<file path="config.mk">
export PLATFORM = sky130hd
export DESIGN_NAME = vertex_format_repacker_top
export DESIGN_NICKNAME = d
export VERILOG_FILES = /design/src/sv/vrp_pkg.sv /design/src/sv/vrp_front.sv /design/src/sv/vrp_queue.sv /design/src/sv/vrp_back.sv /design/src/sv/vertex_format_repacker_top.sv
export SDC_FILE = /design/constraint.sdc
export NUM_CORES = 1
export LEC_CHECK = 0
export BUFFER_PORTS_ARGS = -buffer_cell sky130_fd_sc_hd__buf_4
export CAP_MARGIN = 40
export CORE_MARGIN = 3
export CORE_UTILIZATION = 60
export DETAILED_ROUTE_END_ITERATION = 10
export PLACE_DENSITY = 0.85
export SYNTH_ARGS = -nofsm -noshare
export SYNTH_HDL_FRONTEND = slang
export SYNTH_HIERARCHICAL = 1
export SYNTH_SLANG_ARGS = --single-unit
</file>
<file path="constraint.sdc">
create_clock -name clk -period 16.7 [get_ports clk]
set_input_delay 0.835 -clock clk [delete_from_list [all_inputs] [get_ports clk]]
set_output_delay 0.835 -clock clk [all_outputs]
set_load 0.05 [all_outputs]
</file>
<file path="src/sv/vrp_pkg.sv">
package vrp_pkg;

    localparam int COMP_COUNT    = 16;
    localparam int WORD_WIDTH    = 32;
    localparam int FORMAT_WIDTH  = 16;
    localparam int CFG_IDX_WIDTH = 2;
    localparam int QUEUE_DEPTH   = 4;

    // Register indexes of the configuration port
    localparam logic [CFG_IDX_WIDTH-1:0] CFG_SOURCE_FORMAT = 2'd0;
    localparam logic [CFG_IDX_WIDTH-1:0] CFG_DEST_FORMAT   = 2'd1;

    // One classified source word, passed from the front to the back
    typedef struct packed {
        logic [WORD_WIDTH-1:0]   word;
        logic [FORMAT_WIDTH-1:0] fill;     // destination-only components to zero fill
        logic                    copy;     // emit the word itself at component comp
        logic [3:0]              comp;
        logic                    done;     // this word closes the vertex
    } vrp_cmd_t;

    // Words per component, in mask bit order
    function automatic logic [1:0] comp_words(input logic [3:0] c);
        logic [1:0] n;
        unique case (c)
            4'd0, 4'd6:                 n = 2'd3;
            4'd10, 4'd11, 4'd12, 4'd13: n = 2'd2;
            default:                    n = 2'd1;
        endcase
        return n;
    endfunction

    // Index of the lowest set bit, 0 for an empty mask
    function automatic logic [3:0] lowest_bit(input logic [FORMAT_WIDTH-1:0] m);
        logic [3:0] b;
        b = 4'd0;
        for (int i = FORMAT_WIDTH - 1; i >= 0; i--) begin
            if (m[i]) begin
                b = 4'(i);
            end
        end
        return b;
    endfunction

    // Bits strictly above component c
    function automatic logic [FORMAT_WIDTH-1:0] above_mask(input logic [3:0] c);
        logic [FORMAT_WIDTH-1:0] m;
        for (int i = 0; i < FORMAT_WIDTH; i++) begin
            m[i] = (i > int'(c));
        end
        return m;
    endfunction

    // Bits in [lo, hi)
    function automatic logic [FORMAT_WIDTH-1:0] range_mask(input logic [4:0] lo,
                                                          input logic [3:0] hi);
        logic [FORMAT_WIDTH-1:0] m;
        for (int i = 0; i < FORMAT_WIDTH; i++) begin
            m[i] = (i >= int'(lo)) && (i < int'(hi));
        end
        return m;
    endfunction

endpackage

</file>
<file path="src/sv/vrp_front.sv">
module vrp_front
    import vrp_pkg::*;
(
    input  logic                     clk,
    input  logic                     rst_n,
    input  logic                     cfg_valid,
    input  logic [CFG_IDX_WIDTH-1:0] cfg_index,
    input  logic [FORMAT_WIDTH-1:0]  cfg_data,
    input  logic                     source_valid,
    input  logic [WORD_WIDTH-1:0]    source_word,
    input  logic                     queue_ready,
    output logic                     push_valid,
    output vrp_cmd_t                 push_cmd
);

    logic [FORMAT_WIDTH-1:0] src_fmt_reg, dst_fmt_reg;
    logic                    start_reg, start_next;
    logic [3:0]              comp_reg, comp_next;
    logic [1:0]              off_reg, off_next;
    logic [4:0]              gap_reg, gap_next;

    logic                    accept;
    logic                    src_empty;
    logic [3:0]              comp;
    logic [1:0]              off;
    logic [4:0]              gap;
    logic                    last_of_comp;
    logic [FORMAT_WIDTH-1:0] above;
    logic [FORMAT_WIDTH-1:0] dst_only;
    logic [FORMAT_WIDTH-1:0] fill;
    logic                    done;
    logic                    copy;

    assign accept    = source_valid && queue_ready;
    assign src_empty = (src_fmt_reg == '0);
    assign dst_only  = dst_fmt_reg & ~src_fmt_reg;

    // Locate the current word in the source layout
    assign comp         = start_reg ? lowest_bit(src_fmt_reg) : comp_reg;
    assign off          = start_reg ? 2'd0 : off_reg;
    assign gap          = start_reg ? 5'd0 : gap_reg;
    assign last_of_comp = (2'(off + 2'd1) == comp_words(comp));
    assign above        = src_fmt_reg & above_mask(comp);

    // Classify: fills before, own word, fills after the last component
    always_comb
    begin
        if (src_empty)
        begin
            done = 1'b1;
            copy = 1'b0;
            fill = dst_fmt_reg;
        end
        else
        begin
            done = last_of_comp && (above == '0);
            copy = dst_fmt_reg[comp];
            fill = dst_only & (((off == 2'd0) ? range_mask(gap, comp) : '0) |
                               (done ? above_mask(comp) : '0));
        end
    end

    assign push_valid    = accept && ((fill != '0) || copy);
    assign push_cmd.word = source_word;
    assign push_cmd.fill = fill;
    assign push_cmd.copy = copy;
    assign push_cmd.comp = comp;
    assign push_cmd.done = done;

    // Advance the position within the vertex
    always_comb
    begin
        start_next = start_reg;
        comp_next  = comp_reg;
        off_next   = off_reg;
        gap_next   = gap_reg;
        if (cfg_valid && (cfg_index == CFG_SOURCE_FORMAT || cfg_index == CFG_DEST_FORMAT))
        begin
            start_next = 1'b1;
        end
        else if (accept && !src_empty)
        begin
            if (done)
            begin
                start_next = 1'b1;
            end
            else if (last_of_comp)
            begin
                start_next = 1'b0;
                comp_next  = lowest_bit(above);
                off_next   = 2'd0;
                gap_next   = 5'(comp) + 5'd1;
            end
            else
            begin
                start_next = 1'b0;
                comp_next  = comp;
                off_next   = 2'(off + 2'd1);
                gap_next   = gap;
            end
        end
    end

    always_ff @(posedge clk or negedge rst_n)
    begin
        if (!rst_n)
        begin
            src_fmt_reg <= '0;
            dst_fmt_reg <= '0;
            start_reg   <= 1'b1;
            comp_reg    <= '0;
            off_reg     <= '0;
            gap_reg     <= '0;
        end
        else
        begin
            if (cfg_valid && cfg_index == CFG_SOURCE_FORMAT)
            begin
                src_fmt_reg <= cfg_data;
            end
            if (cfg_valid && cfg_index == CFG_DEST_FORMAT)
            begin
                dst_fmt_reg <= cfg_data;
            end
            start_reg <= start_next;
            comp_reg  <= comp_next;
            off_reg   <= off_next;
            gap_reg   <= gap_next;
        end
    end

endmodule

</file>
<file path="src/sv/vrp_queue.sv">
module vrp_queue
    import vrp_pkg::*;
#(
    parameter int DEPTH = QUEUE_DEPTH
)
(
    input  logic     clk,
    input  logic     rst_n,
    input  logic     push_valid,
    input  vrp_cmd_t push_cmd,
    output logic     push_ready,
    output logic     head_valid,
    output vrp_cmd_t head_cmd,
    input  logic     pop
);

    localparam int PTR_W = (DEPTH > 1) ? $clog2(DEPTH) : 1;
    localparam int CNT_W = $clog2(DEPTH + 1);

    vrp_cmd_t             mem [DEPTH];
    logic [PTR_W-1:0]     wr_ptr_reg, wr_ptr_next;
    logic [PTR_W-1:0]     rd_ptr_reg, rd_ptr_next;
    logic [CNT_W-1:0]     count_reg, count_next;
    logic                 do_push;
    logic                 do_pop;

    assign push_ready = (count_reg != CNT_W'(DEPTH));
    assign head_valid = (count_reg != '0);
    assign head_cmd   = mem[rd_ptr_reg];
    assign do_push    = push_valid && push_ready;
    assign do_pop     = pop && head_valid;

    // Advance pointers with wrap
    always_comb
    begin
        wr_ptr_next = wr_ptr_reg;
        rd_ptr_next = rd_ptr_reg;
        count_next  = count_reg;
        if (do_push)
        begin
            wr_ptr_next = (wr_ptr_reg == PTR_W'(DEPTH - 1)) ? '0 : PTR_W'(wr_ptr_reg + 1'b1);
        end
        if (do_pop)
        begin
            rd_ptr_next = (rd_ptr_reg == PTR_W'(DEPTH - 1)) ? '0 : PTR_W'(rd_ptr_reg + 1'b1);
        end
        if (do_push && !do_pop)
        begin
            count_next = CNT_W'(count_reg + 1'b1);
        end
        else if (do_pop && !do_push)
        begin
            count_next = CNT_W'(count_reg - 1'b1);
        end
    end

    always_ff @(posedge clk)
    begin
        if (do_push)
        begin
            mem[wr_ptr_reg] <= push_cmd;
        end
    end

    always_ff @(posedge clk or negedge rst_n)
    begin
        if (!rst_n)
        begin
            wr_ptr_reg <= '0;
            rd_ptr_reg <= '0;
            count_reg  <= '0;
        end
        else
        begin
            wr_ptr_reg <= wr_ptr_next;
            rd_ptr_reg <= rd_ptr_next;
            count_reg  <= count_next;
        end
    end

endmodule

</file>
<file path="src/sv/vrp_back.sv">
module vrp_back
    import vrp_pkg::*;
(
    input  logic                  clk,
    input  logic                  rst_n,
    input  logic                  head_valid,
    input  vrp_cmd_t              head_cmd,
    output logic                  pop,
    output logic                  dest_valid,
    input  logic                  dest_stall,
    output logic [WORD_WIDTH-1:0] dest_word,
    output logic                  vertex_end,
    output logic                  run_last
);

    logic                    active_reg, active_next;
    logic [FORMAT_WIDTH-1:0] rem_reg, rem_next;
    logic [1:0]              cnt_reg, cnt_next;
    logic                    out_valid_reg;
    logic [WORD_WIDTH-1:0]   out_word_reg;
    logic                    out_end_reg;
    logic                    out_last_reg;

    logic                    out_free;
    logic                    emit;
    logic [FORMAT_WIDTH-1:0] eff;
    logic [3:0]              b;
    logic                    is_copy;
    logic                    comp_done;
    logic [FORMAT_WIDTH-1:0] eff_after;
    logic                    last;

    assign out_free = !out_valid_reg || !dest_stall;
    assign emit     = head_valid && out_free;

    // Pick the lowest pending component of the head word
    assign eff       = active_reg ? rem_reg
                     : (head_cmd.fill | (FORMAT_WIDTH'(head_cmd.copy) << head_cmd.comp));
    assign b         = lowest_bit(eff);
    assign is_copy   = head_cmd.copy && (b == head_cmd.comp);
    assign comp_done = is_copy || (2'(cnt_reg + 2'd1) == comp_words(b));
    assign eff_after = comp_done ? (eff & ~(FORMAT_WIDTH'(1) << b)) : eff;
    assign last      = (eff_after == '0);
    assign pop       = emit && last;

    // Step through the run one word at a time
    always_comb
    begin
        active_next = active_reg;
        rem_next    = rem_reg;
        cnt_next    = cnt_reg;
        if (emit)
        begin
            active_next = !last;
            rem_next    = eff_after;
            cnt_next    = comp_done ? 2'd0 : 2'(cnt_reg + 2'd1);
        end
    end

    always_ff @(posedge clk or negedge rst_n)
    begin
        if (!rst_n)
        begin
            active_reg    <= 1'b0;
            rem_reg       <= '0;
            cnt_reg       <= '0;
            out_valid_reg <= 1'b0;
        end
        else
        begin
            active_reg <= active_next;
            rem_reg    <= rem_next;
            cnt_reg    <= cnt_next;
            if (out_free)
            begin
                out_valid_reg <= head_valid;
            end
        end
    end

    // Hold the output word until taken
    always_ff @(posedge clk)
    begin
        if (emit)
        begin
            out_word_reg <= is_copy ? head_cmd.word : '0;
            out_end_reg  <= last && head_cmd.done;
            out_last_reg <= last;
        end
    end

    assign dest_valid = out_valid_reg;
    assign dest_word  = out_word_reg;
    assign vertex_end = out_end_reg;
    assign run_last   = out_last_reg;

endmodule

</file>
<file path="src/sv/vertex_format_repacker_top.sv">
// Vertex format repacker: converts a stream of 32-bit vertex words from the
// layout in source_format to the layout in dest_format (16-bit component masks,
// bit i = component i in fixed order). A front stage classifies each source word
// against its position in the vertex, a small command queue (QUEUE_DEPTH entries)
// follows, and a back stage emits the destination words, one word per cycle
// while the receiver does not stall, with zero words for destination-only
// components. A source word is taken every cycle while it yields at most one
// destination word; a word that yields a run of n words (up to 24) holds the
// back stage for the run, and the input stalls once the queue is full. Write
// configuration only while idle; a format register write restarts the vertex.
module vertex_format_repacker_top
    import vrp_pkg::*;
#(
    parameter int QUEUE_DEPTH_P = QUEUE_DEPTH
)
(
    input  logic                     clk,
    input  logic                     rst_n,
    input  logic                     cfg_valid,
    output logic                     cfg_ready,
    input  logic [CFG_IDX_WIDTH-1:0] cfg_index,
    input  logic [FORMAT_WIDTH-1:0]  cfg_data,
    input  logic                     source_valid,
    output logic                     source_stall,
    input  logic [WORD_WIDTH-1:0]    source_word,
    output logic                     dest_valid,
    input  logic                     dest_stall,
    output logic [WORD_WIDTH-1:0]    dest_word,
    output logic                     vertex_end,
    output logic                     run_last
);

    logic     queue_ready;
    logic     push_valid;
    vrp_cmd_t push_cmd;
    logic     head_valid;
    vrp_cmd_t head_cmd;
    logic     pop;

    assign cfg_ready    = 1'b1;
    assign source_stall = !queue_ready;

    vrp_front u_front (
        .clk          (clk),
        .rst_n        (rst_n),
        .cfg_valid    (cfg_valid),
        .cfg_index    (cfg_index),
        .cfg_data     (cfg_data),
        .source_valid (source_valid),
        .source_word  (source_word),
        .queue_ready  (queue_ready),
        .push_valid   (push_valid),
        .push_cmd     (push_cmd)
    );

    vrp_queue #(
        .DEPTH (QUEUE_DEPTH_P)
    ) u_queue (
        .clk        (clk),
        .rst_n      (rst_n),
        .push_valid (push_valid),
        .push_cmd   (push_cmd),
        .push_ready (queue_ready),
        .head_valid (head_valid),
        .head_cmd   (head_cmd),
        .pop        (pop)
    );

    vrp_back u_back (
        .clk        (clk),
        .rst_n      (rst_n),
        .head_valid (head_valid),
        .head_cmd   (head_cmd),
        .pop        (pop),
        .dest_valid (dest_valid),
        .dest_stall (dest_stall),
        .dest_word  (dest_word),
        .vertex_end (vertex_end),
        .run_last   (run_last)
    );

endmodule

</file>
Word level (Yosys, flattened, before mapping)
Memory sizes are Yosys's and may differ from the RTL's.
Cells that the tools add are included.
Cells by class
  shift operators: 2
  $add $sub $neg: 7
  multiplexer cells: 75
  bitwise logic cells: 10
  equal/unequal tests: 17
  reductions and logical operators: 57
  magnitude comparators: 46
Operator list (number)
  4-bit two-way mux: 50
  16-bit bitwise AND: 4
  16-bit two-way mux: 4
  16-bit zero test: 3
  4-bit by 5-bit >= comparator with 1-bit output, first input constant: 7
  4-bit == test, second input constant: 8
  4-bit > comparator, first input constant: 8
  16-bit NOT: 2
  16-bit bitwise OR: 2
  1-bit logical AND: 30
  4-bit less-than comparator, first input constant: 7
  3-bit by 5-bit >= comparator with 1-bit output, first input constant: 4
  3-bit by 4-bit > comparator with 1-bit output, first input constant: 4
  3-bit by 4-bit less-than comparator with 1-bit output, first input constant: 4
  16-bit nonzero test: 1
  1-bit by 4-bit << shifter with 16-bit output: 1
  1-bit by 4-bit << shifter with 16-bit output, first input constant: 1
  15-bit two-way mux: 1
  1-bit by 5-bit >= comparator with 1-bit output, first input constant: 2
  2-bit by 5-bit >= comparator with 1-bit output, first input constant: 2
  2-bit two-way mux: 5
  5-bit two-way mux: 2
  2-bit by 1-bit adder with 2-bit output, second input constant: 4
  4-bit by 3-bit == test with 1-bit output, second input constant: 2
  27 further kinds: 56
Word-level totals
  word-level logic and storage cells: 231
  output and inout port bits: 37
  memory bits (writable): 216
  memories kept: 1
  bits in registers: 105
Memory list
  u_queue.mem: words 4, width 54, read ports 1, clocked after Yosys merged registers in 0, wr ports 1, RTL line vrp_queue.sv:20  | vrp_cmd_t mem [DEPTH];

Depth between registers and ports, before layout
Gate-level depths: netlist of the first run.
  word-level depth: 36
  gate-level depth with buffers: 26

Hierarchy
The synthesis of the first run kept the hierarchy.
By module, submodules not included
  vrp_queue: times used 1, cells an instance 318, seq. area each 6661.4 um^2, area each 8215.4 um^2
  vrp_front: times used 1, cells an instance 472, seq. area each 1102.3 um^2, area each 3867.5 um^2
  vrp_back: times used 1, cells an instance 374, seq. area each 1521.5 um^2, area each 3560.9 um^2
  vertex_format_repacker_top: times used 1, cells an instance 3, seq. area each 0.0 um^2, area each 15.0 um^2

Worst setup path after synthesis of the first run
Ideal clock, no wire load.
  path kind: register to register
  from: reg u_queue.rd_ptr_reg[0]
  to: reg u_queue.count_reg[1]
  path slack: 11193 ps
  buffers on the path: 4
  data arrival time: 5383 ps
  stages on the path, launching flop included: 22
  data required time: 16575 ps
  cell sequence: dfrtp_1 > buf_4 > buf_4 > mux4_2 > or4b_1 > buf_2 > o31a_1 > a211oi_1 > o311a_1 > o21ai_0 > a2111oi_4 > buf_6 > a21oi_1 > nor4_1 > o21ai_1 > or3_1 > nor3_1 > nand2_1 > ha_1 > inv_1 > fa_1 > mux2_2
RTL lines
  start, declared: RTL line vrp_queue.sv:22  | logic [PTR_W-1:0] rd_ptr_reg, rd_ptr_next;
  start signal, assigned: RTL line vrp_queue.sv:76  | rd_ptr_reg <= rd_ptr_next;
  end signal, assigned: RTL line vrp_queue.sv:77  | count_reg <= count_next;
  end, declared: RTL line vrp_queue.sv:23  | logic [CNT_W-1:0] count_reg, count_next;

==> metrics.log, run 1 <==
INFO  metric outcome = complete, no violations
INFO  metric timing.setup.tns = 0 ns
INFO  metric report.final.slew_viol_count = 0
INFO  metric grt_antenna_before_repair = 0
INFO  metric yosys_most_used_dff = sky130_fd_sc_hd__edfxtp_1
INFO  metric critical_path_cell_count = 19
INFO  metric fp.dieH = 167.6 µm
INFO  metric largest_register = u_queue/mem
INFO  metric clk-insertion-delay-late = 0.55 ns
INFO  metric syn_area_per_cell = 13.42 µm²
INFO  metric effective_utilization_at_floorplan = 0.6165
INFO  metric top_delay_family_on_crit_path = compound AO/OA/AOI/OAI gates
INFO  metric post_synth_mux_area_share = 0.1143
INFO  metric p_per_area = 191.4 nW/µm²
INFO  metric antenna_left = 0
INFO  metric critical_path.reg2reg.startpoint = u_queue/rd_ptr_reg[1]
INFO  metric setup.worst_path.start_class = flop
INFO  metric viasPerCell = 6.592
INFO  metric number_of_vias_after_detailed_routing = 10300
INFO  metric io-pin-count = 92
INFO  metric irDropWorstVdd = 0.0001357 V
INFO  metric final_wirelength = 37.37 mm
INFO  metric power_frac_comb = 0.424
INFO  metric area.growth.synth_to_final = 10.37%
INFO  metric synthCells = 1167
INFO  metric first_pass_grt_wire_length = 59.13 mm
INFO  metric share_of_synthesized_area_occupied_by_flip_flops_and_latches = 0.5930
INFO  metric async_flop_share = 0.2212
INFO  metric place_congestion = 0.9766
INFO  metric crit_end = u_queue/count_reg[1]
INFO  metric worstPathMaxFanout = 56
INFO  metric crit_path_cell_trace = buf_4, mux4_2, nand4bb_1, o21ai_0, nor2_1, o311a_1, or3_4, a2111oi_4, buf_4, nor3_1, o41ai_1, o21ai_1, or3_1, nor3_1, nand2_1, ha_1, inv_1, fa_1, mux2_2
INFO  metric yosysTopAreaCellShare = 0.4794
INFO  metric synth_nets = 1233
INFO  metric grt_setup_unrepaired = false
INFO  metric netSwitchingPower = 1.313 mW
INFO  metric ys_ff_latch = 321
INFO  metric multi_input_area = 5657 µm²
INFO  metric post_synthesis_instance_area = 15660 µm²
INFO  metric setup_viol = 0
INFO  metric power.static_leakage = 6.208 nW
INFO  metric timing.max_slew.rel_slack = 0.4214
INFO  metric htree_num_levels = 1
INFO  metric synth-simple-area-share = 0.1170
INFO  metric reg2reg_setup_slack = 9.56 ns
INFO  metric synth_area_leaders = sky130_fd_sc_hd__edfxtp_1 48%, sky130_fd_sc_hd__dfrtp_1 11%, sky130_fd_sc_hd__mux4_2 7.9%
INFO  metric number_of_setup_buffers_added_after_cts = 0
INFO  metric synth-edff-count = 250
INFO  metric switching_share = 0.3970
INFO  metric cts_buffers = 31
INFO  metric final_net_count = 1275
INFO  metric fillerInstances = 1760
INFO  metric holdCritPathClass = in -> async
INFO  metric drv.max_cap_violation_count = 0
INFO  metric grt_max_degree = 58
INFO  metric period_minus_slack = 7.143 ns
INFO  metric grt.total_usage = 0.2640
INFO  metric cts_hold_repair.buffers = 0
INFO  metric final_core_density = 0.6804
INFO  metric std_cell_rows = 58
INFO  metric power.share.clock = 0.202
INFO  metric drt_first_pass_iters = 5
INFO  metric setup_crit_end_kind = flop
INFO  metric largest_register_ffs = 216
INFO  metric crit_path_start = u_queue/rd_ptr_reg[1]
INFO  metric cts_sinks = 321
INFO  metric synth.lib_cells_used.distinct = 105
INFO  metric post_route_cells_drive_above_1_share = 0.2393
INFO  metric postCtsResizedCells = 0
INFO  metric report.power.total = 3.309 mW
INFO  metric wl_per_cell = 23.91 µm
INFO  metric design.die.area = 28070 µm²
INFO  metric synth_top_cell_by_area = sky130_fd_sc_hd__edfxtp_1
INFO  metric floorplan.core_area = 25400 µm²
INFO  metric grt_pass1_vias = 10440
INFO  metric cell_count_of_the_worst_reg_to_reg_path = 19
INFO  metric synth_compound_gate_area_share = 0.1176
INFO  metric finalHoldViolCount = 0
INFO  metric drc = 0
INFO  metric crit_path_top_delay_cell = sky130_fd_sc_hd__o21ai_0
INFO  metric synth_fa_ha_area_frac = 0.009269
INFO  metric worst-slew-pin-transition = 0.8679 ns
INFO  metric fin_crit_sh = 0.4277
INFO  metric power.internal = 1.995 mW
INFO  metric regArea = 9290 µm²
INFO  metric fin_worst_skew = 0.01394 ns
INFO  metric sequentialPowerShare = 0.374
INFO  metric synth_xor_xnor_area_share = 0.002797
INFO  metric clock_tree.root_cell = sky130_fd_sc_hd__clkbuf_16
INFO  metric combinational_family_with_the_most_area_after_synthesis = compound AO/OA/AOI/OAI gates
INFO  metric worstReg2RegEnd = u_queue/count_reg[1]
INFO  metric drt_iter0_markers = 1282
INFO  metric worstPathBufferInverterCount = 3
INFO  metric cp.required = 17.13 ns
INFO  metric fmax_achieved = 140.0 MHz
INFO  metric place.port_buffers = 90
INFO  metric cts_tree = built
INFO  metric maximum_buffer_depth_of_the_clock_tree = 3
INFO  metric synth.yosys.warnings = 6
INFO  metric critical_path.max_stage_delay = 0.65 ns
INFO  metric type_of_the_setup_path_with_the_least_slack = reg -> reg
INFO  metric globalRoute.totalOverflow = 0
INFO  metric chipWidth = 167.6 µm
INFO  metric antenna-diode-count = 0
INFO  metric clk_pin_slew_worst_setup_hold_paths = 0.06 ns
INFO  metric timing.critical_path.arrival = 7.57 ns
INFO  metric hpwl = 25.24 mm
[worst min-delay path by stage]
| stage | to | slack [ns] | cells past startpoint |
|---|---|---|---|
| global route | u_queue/rd_ptr_reg[1] | 0.15 | 1 |
| floorplan | u_front/off_reg[0] | 0.44 | 2 |
| detailed placement | u_front/off_reg[0] | 0.47 | 2 |
| CTS | u_queue/rd_ptr_reg[1] | 0.15 | 1 |
| global placement | u_front/off_reg[0] | 0.46 | 2 |
| finish | u_queue/rd_ptr_reg[1] | 0.16 | 1 |
[per-stage QoR]
stage	cells	hold WS, ns	setup WS (ns)	cell area, µm²
2_1_floorplan	1167	0.4422	11.19	15660
3_3_place_gp	1504	0.4603	9.906	16270
3_5_place_dp	1506	0.4723	9.745	16300
4_1_cts	1563	0.1509	9.676	17280
5_1_grt	1563	0.1471	9.169	17280
6_report	1563	0.1577	9.557	17280
[cell families (layout without fill, tap and decap cells)]
logic type | Yosys count | in the layout
compound gates | 258 | 258
flops | 321 | 321
mux | 105 | 105
buf+inv | 130 | 196
fa+ha+maj | 11 | 11
xor+xnor | 5 | 5
simple gates | 336 | 336
other cells | 1 | 1
[cells in the final DEF, fill, tap and decap left out, types with 28 or more instances in the layout]
cell type / instances
sky130_fd_sc_hd__nor2_1: 68
sky130_fd_sc_hd__dfrtp_1: 68
sky130_fd_sc_hd__a21oi_1: 38
sky130_fd_sc_hd__mux4_2: 55
sky130_fd_sc_hd__edfxtp_1: 250
sky130_fd_sc_hd__o21ai_0: 57
sky130_fd_sc_hd__clkbuf_16: 31
sky130_fd_sc_hd__nand2_1: 77
sky130_fd_sc_hd__mux2_2: 33
sky130_fd_sc_hd__nor3_1: 28
sky130_fd_sc_hd__and2_1: 35
sky130_fd_sc_hd__buf_4: 104
[cell type report]
type                            count  area share
Tap cell                          330     0.02389
Clock inverter                     16    0.008108
Sequential cell                   321      0.5375
Inverter                           33    0.007312
Multi-Input combinational cell    716      0.3273
Timing Repair Buffer              106     0.04706
Clock buffer                       41     0.04879
[synthesized netlist by cell type, types with 15 or more instances]
cell type	count
sky130_fd_sc_hd__nor2b_1	16
sky130_fd_sc_hd__clkbuf_1	28
sky130_fd_sc_hd__mux2_2	33
sky130_fd_sc_hd__mux4_2	55
sky130_fd_sc_hd__a31oi_1	19
sky130_fd_sc_hd__nand2_1	77
sky130_fd_sc_hd__nor3_1	28
sky130_fd_sc_hd__buf_4	41
sky130_fd_sc_hd__buf_2	22
sky130_fd_sc_hd__dfrtp_1	70
sky130_fd_sc_hd__inv_1	28
sky130_fd_sc_hd__edfxtp_1	250
sky130_fd_sc_hd__a21oi_1	38
sky130_fd_sc_hd__o21ai_0	57
sky130_fd_sc_hd__nand3_1	23
sky130_fd_sc_hd__and2_1	35
sky130_fd_sc_hd__mux2i_1	15
sky130_fd_sc_hd__nor2_1	68
sky130_fd_sc_hd__nand2b_1	19
[power groups by stage]
stage | Combinational [mW] | Sequential, mW | Clock (mW)
finish | 1.40 | 1.24 | 0.668
global placement | 1.37 | 1.24 | 0
CTS | 1.39 | 1.24 | 0.679
floorplan | 0.936 | 1.31 | 0
detailed placement | 1.38 | 1.25 | 0
global route | 1.50 | 1.26 | 0.714
[worst reg2reg max path, cell delays in order, from the launching register on]
cell	delay (ns)
sky130_fd_sc_hd__dfrtp_2	0.35
sky130_fd_sc_hd__buf_4	0.63
sky130_fd_sc_hd__mux4_2	0.61
sky130_fd_sc_hd__nand4bb_1	0.39
sky130_fd_sc_hd__o21ai_0	0.65
sky130_fd_sc_hd__nor2_1	0.16
sky130_fd_sc_hd__o311a_1	0.41
sky130_fd_sc_hd__or3_4	0.37
sky130_fd_sc_hd__a2111oi_4	0.34
sky130_fd_sc_hd__buf_4	0.45
sky130_fd_sc_hd__nor3_1	0.14
sky130_fd_sc_hd__o41ai_1	0.42
sky130_fd_sc_hd__o21ai_1	0.17
sky130_fd_sc_hd__or3_1	0.33
sky130_fd_sc_hd__nor3_1	0.33
sky130_fd_sc_hd__nand2_1	0.21
sky130_fd_sc_hd__ha_1	0.26
sky130_fd_sc_hd__inv_1	0.08
sky130_fd_sc_hd__fa_1	0.43
sky130_fd_sc_hd__mux2_2	0.28
[routing by layer]
| metal | global-route usage | wire length, µm | vias to the layer above |
|---|---|---|---|
| met1 | 0.3706 | 15420 | 5121 |
| li1 | - | - | 4585 |
| met3 | 0.03541 | 2699 | 95 |
| met4 | 0.08040 | 1214 | 0 |
| met5 | 0 | 0 | - |
| met2 | 0.4377 | 18040 | 502 |
Note: power is estimated with default switching activity, not from simulation.
==> run 2, diff against run 1 <==
- ABC_AREA: not set -> 1
- CORE_UTILIZATION: 60 -> 56
- PLACE_DENSITY: 0.85 -> 0.83
- clock period: 16.7 -> 6.1 ns (I/O delays scaled with it)
==> metrics.log, run 2 <==
INFO  metric fmax_achieved = 180.7 MHz
INFO  metric synth_area_leaders = sky130_fd_sc_hd__edfxtp_1 45%, sky130_fd_sc_hd__dfrtp_1 10%, sky130_fd_sc_hd__nand2_1 8.9%
INFO  metric setup.worst_path.start_class = flop
INFO  metric irDropWorstVdd = 0.0002646 V
INFO  metric finalWorstSetupSlack = 0.5649 ns
INFO  metric synth_top_cell_by_area = sky130_fd_sc_hd__edfxtp_1
INFO  metric clk-insertion-delay-late = 0.52 ns
INFO  metric yosysTopAreaCellShare = 0.4497
INFO  metric worstPathMaxFanout = 24
INFO  metric drt_iter0_markers = 1124
INFO  metric first_pass_grt_wire_length = 60.20 mm
INFO  metric antenna_left = 0
INFO  metric synth.yosys.warnings = 6
INFO  metric grt.total_usage = 0.2399
INFO  metric yosys-top-cells-count = 397 x sky130_fd_sc_hd__nand2_1, 272 x sky130_fd_sc_hd__inv_1, 250 x sky130_fd_sc_hd__edfxtp_1
INFO  metric viasPerCell = 5.391
INFO  metric grt_pass1_vias = 11510
INFO  metric area.growth.synth_to_final = 13.11%
INFO  metric final_cell_area = 18880 µm²
INFO  metric largest_register = u_queue/mem
INFO  metric htree_num_levels = 2
INFO  metric setup_viol = 0
INFO  metric fp.dieH = 178.7 µm
INFO  metric largest_register_ffs = 216
INFO  metric final_cell_mix = 397 x sky130_fd_sc_hd__nand2_1, 271 x sky130_fd_sc_hd__inv_1, 250 x sky130_fd_sc_hd__edfxtp_1, 121 x sky130_fd_sc_hd__nor2_1, 114 x sky130_fd_sc_hd__buf_4
INFO  metric crit_path_top_delay_cell = sky130_fd_sc_hd__dfrtp_4
INFO  metric async_flop_share = 0.2212
INFO  metric syn_area_per_cell = 9.717 µm²
INFO  metric synth-edff-count = 250
INFO  metric cp.required = 6.50 ns
INFO  metric antenna-diode-count = 0
INFO  metric number_of_vias_after_detailed_routing = 11940
INFO  metric power.static_leakage = 8.382 nW
INFO  metric outcome = complete, no violations
INFO  metric grt_setup_unrepaired = false
INFO  metric hpwl = 25.77 mm
INFO  metric post-place-cells = 2119
INFO  metric place.port_buffers = 90
INFO  metric setup_crit_end_kind = flop
INFO  metric detailedPlace.worstSlack = 0.4965 ns
INFO  metric timing.max_slew.rel_slack = 0.3938
INFO  metric design.die.area = 31920 µm²
INFO  metric share_of_synthesized_area_occupied_by_flip_flops_and_latches = 0.5562
INFO  metric floorplan.core_area = 29010 µm²
INFO  metric grt_antenna_before_repair = 1
INFO  metric final_wirelength = 37.88 mm
INFO  metric post-synth-top-count-cell = sky130_fd_sc_hd__nand2_1
INFO  metric timing.critical_path.arrival = 5.93 ns
INFO  metric final_net_count = 1871
INFO  metric type_of_the_setup_path_with_the_least_slack = reg -> reg
INFO  metric clock_tree.root_cell = sky130_fd_sc_hd__clkbuf_16
INFO  metric std_cell_rows = 62
INFO  metric fin_worst_skew = 0.01735 ns
INFO  metric finalHoldViolCount = 0
INFO  metric finalHoldWorstSlack = 0.07051 ns
INFO  metric period_minus_slack = 5.535 ns
INFO  metric cts_sinks = 321
INFO  metric worst-slew-pin-transition = 0.9071 ns
INFO  metric ys_ff_latch = 321
INFO  metric drc = 0
INFO  metric report.final.slew_viol_count = 0
INFO  metric post_dp_cell_area = 17390 µm²
INFO  metric stdcell_count = 2215
INFO  metric synth_nets = 1784
INFO  metric critical_path.max_stage_delay = 0.62 ns
INFO  metric fin_crit_sh = 0.9074
INFO  metric regArea = 9290 µm²
INFO  metric place_congestion = 0.9909
INFO  metric reg2reg_setup_slack = 0.56 ns
INFO  metric maximum_buffer_depth_of_the_clock_tree = 3
INFO  metric multi_input_area = 5483 µm²
INFO  metric clk_pin_slew_worst_setup_hold_paths = 0.06 ns
INFO  metric grt_max_degree = 71
INFO  metric post_synthesis_instance_area = 16690 µm²
INFO  metric holdCritPathClass = in -> reg
INFO  metric cp_common_cell = sky130_fd_sc_hd__nand2_1
INFO  metric timing.setup.tns = 0 ns
INFO  metric post_route_cells_drive_above_1_share = 0.2059
INFO  metric yosys_most_used_dff = sky130_fd_sc_hd__edfxtp_1
INFO  metric layout.cells.most_common = sky130_fd_sc_hd__nand2_1
INFO  metric effective_utilization_at_floorplan = 0.5754
INFO  metric synth.lib_cells_used.distinct = 58
INFO  metric globalRoute.totalOverflow = 0
INFO  metric io-pin-count = 92
INFO  metric synthCells = 1718
INFO  metric chipWidth = 178.7 µm
INFO  metric p_per_area = 477.5 nW/µm²
INFO  metric drt_first_pass_iters = 5
INFO  metric drv.max_cap_violation_count = 0
INFO  metric wl_per_cell = 17.10 µm
INFO  metric fillerInstances = 2299
INFO  metric cts_buffers = 34
INFO  metric cts_tree = built
run 2: metrics by stage:
stage,utilization,power (mW)
final,0.6508,9.016
after global placement,0.5975,6.867
after detailed placement,0.5994,6.924
after global routing,0.6508,9.580
after CTS,0.6496,9.017
after floorplan,-,5.955
run 2: final cells by class:
type / instances / area share
Inverter: 298 / 0.05990
Clock buffer: 42 / 0.04884
Timing Repair Buffer: 156 / 0.07263
Sequential cell: 321 / 0.4920
Tap cell: 384 / 0.02545
Clock inverter: 20 / 0.01080
Multi-Input combinational cell: 994 / 0.2904
run 2: timing repair:
| action | in CTS | in global routing |
|---|---|---|
| hold buffers | 33 | 0 |
| setup buffers | 0 | 1 |
| setup endpoints to repair | 0 | 2 |
| gates resized for setup | 0 | 2 |
| hold endpoints to repair | 153 | 0 |
run 2: final timing paths:
path / from / to / cells after the start
worst max-delay path: u_queue/rd_ptr_reg[0] / u_queue/count_reg[1] / 28
max in group asynchronous: rst_n / u_front/start_reg / 3
worst min register to register: u_front/off_reg[1] / u_front/off_reg[1] / 2
worst min-delay path: cfg_data[12] / u_front/src_fmt_reg[12] / 3
worst max register to register: u_queue/rd_ptr_reg[0] / u_queue/count_reg[1] / 28
min in group asynchronous: rst_n / u_queue/count_reg[1] / 2
run 2: per-layer routing:
layer,up-vias,GRT usage,share of wire
met5,-,0,0.00018
met4,2,0.07240,0.022
met3,74,0.03600,0.066
met2,391,0.3844,0.47
met1,5662,0.3418,0.44
li1,5813,-,-
run 2: critical path: cells and delay by family, from the launching register on:
kind | cells | cell delay [ns]
AO/OA/AOI/OAI | 8 | 1.26
XOR/XNOR | 1 | 0.20
adder cells (fa/ha/maj) | 2 | 0.62
buffers and inverters | 2 | 0.30
flip-flops | 1 | 0.62
AND/OR/NAND/NOR | 15 | 2.42
run 2: kinds of logic after synthesis:
group                    count (synthesis)  synth area share
AO/OA/AOI/OAI                          260            0.1262
XOR/XNOR                                 3          0.001574
adder cells (fa/ha/maj)                 11          0.008694
buffers and inverters                  403            0.1178
flip-flops                             321            0.5562
other                                    1         0.0002246
AND/OR/NAND/NOR                        719            0.1893
run 2: where the power goes:
part | leakage [nW] | total [mW] | switching, mW | internal, mW
sequential | 3.20 | 3.34 | 0.290 | 3.05
clock | 0.558 | 2.06 | 0.844 | 1.22
combinational | 4.63 | 3.61 | 2.54 | 1.07
==> run 3, diff against run 2 <==
- ABC_AREA: 1 -> not set
- CELL_PAD_IN_SITES_DETAIL_PLACEMENT: not set -> 0
- CELL_PAD_IN_SITES_GLOBAL_PLACEMENT: not set -> 1
- CORE_UTILIZATION: 56 -> 46
- CTS_CLUSTER_SIZE: not set -> 20
- PLACE_DENSITY: 0.83 -> 0.82
==> metrics.log, run 3 (synthesis results as in run 1) <==
INFO  metric outcome = complete, no violations
INFO  metric fp.dieH = 190.5 µm
INFO  metric chipWidth = 190.5 µm
INFO  metric largest_register = u_queue/mem
INFO  metric cts_sinks = 321
INFO  metric post_route_cells_drive_above_1_share = 0.2677
INFO  metric grt.total_usage = 0.2135
INFO  metric power.static_leakage = 6.630 nW
INFO  metric htree_num_levels = 2
INFO  metric irDropWorstVdd = 0.0002724 V
INFO  metric crit_path_top_delay_cell = sky130_fd_sc_hd__or4b_1
INFO  metric grt_pass1_vias = 10610
INFO  metric maximum_buffer_depth_of_the_clock_tree = 3
INFO  metric place.port_buffers = 90
INFO  metric floorplan.core_area = 33030 µm²
INFO  metric setup_crit_end_kind = flop
INFO  metric timing.critical_path.arrival = 6.32 ns
INFO  metric setup.worst_path.start_class = flop
INFO  metric design.die.area = 36290 µm²
INFO  metric regArea = 9290 µm²
INFO  metric clock_tree.root_cell = sky130_fd_sc_hd__clkbuf_16
INFO  metric cts_tree = built
INFO  metric effective_utilization_at_floorplan = 0.4741
INFO  metric antenna-diode-count = 0
INFO  metric multi_input_area = 5704 µm²
INFO  metric drt_first_pass_iters = 5
INFO  metric drc = 0
INFO  metric report.final.slew_viol_count = 0
INFO  metric layout.cells.most_common = sky130_fd_sc_hd__edfxtp_1
INFO  metric cts_buffers = 34
INFO  metric viasPerCell = 5.981
INFO  metric std_cell_rows = 66
INFO  metric fillerInstances = 2709
INFO  metric p_per_area = 516.0 nW/µm²
INFO  metric fin_worst_skew = 0.01474 ns
INFO  metric globalRoute.totalOverflow = 0
INFO  metric first_pass_grt_wire_length = 60.24 mm
INFO  metric timing.max_slew.rel_slack = 0.4094
INFO  metric drv.max_cap_violation_count = 0
INFO  metric fmax_achieved = 169.0 MHz
INFO  metric place_congestion = 0.9624
INFO  metric worst-slew-pin-transition = 0.8859 ns
INFO  metric number_of_vias_after_detailed_routing = 10510
INFO  metric final_net_count = 1355
INFO  metric cp_common_cell = sky130_fd_sc_hd__o21ai_0
INFO  metric report.power.total = 9.456 mW
INFO  metric period_minus_slack = 5.917 ns
INFO  metric final_wirelength = 38.49 mm
INFO  metric cp.required = 6.50 ns
INFO  metric clk_pin_slew_worst_setup_hold_paths = 0.06 ns
INFO  metric drt_iter0_markers = 897
INFO  metric largest_register_ffs = 216
INFO  metric io-pin-count = 92
INFO  metric final_cell_mix = 250 x sky130_fd_sc_hd__edfxtp_1, 142 x sky130_fd_sc_hd__buf_4, 77 x sky130_fd_sc_hd__nand2_1, 68 x sky130_fd_sc_hd__nor2_1, 68 x sky130_fd_sc_hd__dfrtp_1
INFO  metric finalHoldViolCount = 0
INFO  metric worstPathMaxFanout = 7
INFO  metric antenna_left = 0
INFO  metric area.growth.synth_to_final = 17.04%
INFO  metric grt_antenna_before_repair = 0
INFO  metric setup_viol = 0
INFO  metric wl_per_cell = 21.90 µm
INFO  metric holdCritPathClass = in -> reg
INFO  metric grt_setup_unrepaired = true
INFO  metric type_of_the_setup_path_with_the_least_slack = reg -> reg
INFO  metric fin_crit_sh = 0.9700
INFO  metric clk-insertion-delay-late = 0.52 ns
INFO  metric hpwl = 26.67 mm
INFO  metric final_core_density = 0.5548
INFO  metric crit_path_cell_trace = mux4_2, or4b_1, o31a_1, a211oi_1, o311a_1, o21ai_0, a2111oi_4, buf_4, o31ai_1, o21ai_0, nand4_1, nor3_1, nand2_1, ha_1, inv_1, fa_1, mux2_2
INFO  metric critical_path.max_stage_delay = 0.69 ns
INFO  metric grt_max_degree = 56
-- run 3: cell count changes in the layout (fill, tap and decap cells not counted), moves of 53 or more --
| cell | change |
|---|---|
| sky130_fd_sc_hd__nand3_1 | -64 |
| sky130_fd_sc_hd__nand2_1 | -320 |
| sky130_fd_sc_hd__inv_1 | -244 |
| sky130_fd_sc_hd__nand2_2 | -60 |
| sky130_fd_sc_hd__mux4_2 | +55 |
| sky130_fd_sc_hd__nor2_1 | -53 |
| sky130_fd_sc_hd__o211ai_2 | -64 |
-- run 3: where the power goes --
part,total [mW],leakage (nW),switching (mW),internal [mW]
combinational,4.09,2.89,2.56,1.53
sequential,3.34,3.20,0.301,3.04
clock,2.02,0.531,0.862,1.16
total,9.46,6.63,3.72,5.74
-- run 3: timing repair --
action | in CTS | in global routing
endpoints found under the hold margin | 146 | 0
resized for setup | 0 | 12
hold buffers | 35 | 0
setup buffers | 0 | 0
setup endpoints to repair | 0 | 2
-- run 3: critical path: cells and delay by family (launching register included) --
family / cells / cell delay (ns)
compound gates: 7 / 2.04
fa+ha+maj: 2 / 0.64
buf+inv: 2 / 0.27
flops: 1 / 0.48
mux: 2 / 0.82
simple gates: 4 / 1.53
-- run 3: cell type report --
| class | count | share of cell area |
|---|---|---|
| inverters | 33 | 0.006895 |
| clock buffers | 37 | 0.04874 |
| repair buffers | 183 | 0.08377 |
| multi-input cells | 716 | 0.3112 |
| clock inverters | 25 | 0.01229 |
| well taps | 442 | 0.03017 |
| flip-flops and latches | 321 | 0.5069 |
-- run 3: stage by stage --
stage	hold WS, ns	setup WS (ns)	area [µm²]	setup TNS [ns]	std cells
2_1_floorplan	0.009409	0.5927	15660	0	1167
3_3_place_gp	0.4565	0.1431	16780	0	1659
3_5_place_dp	0.2278	0.08632	16810	0	1660
4_1_cts	0.0002859	0.07399	18280	0	1757
5_1_grt	0.02304	-0.002640	18330	-0.002640	1757
6_report	0.01174	0.1831	18330	0	1757
-- run 3: path summary, 6_finish.rpt --
path | to | startpoint | slack (ns) | cells past startpoint
worst min register to register | u_front/off_reg[0] | u_front/off_reg[0] | 0.47 | 2
worst max-delay path | u_queue/count_reg[1] | u_queue/rd_ptr_reg[0] | 0.18 | 17
max in group asynchronous | u_front/start_reg | rst_n | 5.20 | 3
worst max register to register | u_queue/count_reg[1] | u_queue/rd_ptr_reg[0] | 0.18 | 17
min in group asynchronous | u_back/rem_reg[9] | rst_n | 0.24 | 2
worst min-delay path | u_front/src_fmt_reg[15] | cfg_data[15] | 0.01 | 3
-- run 3: layer usage --
metal	global-route usage	vias to the layer above	share of wire
li1	-	4760	-
met1	0.2826	5227	0.41
met2	0.3593	427	0.49
met4	0.08157	0	0.036
met3	0.03107	94	0.059
met5	0	-	0
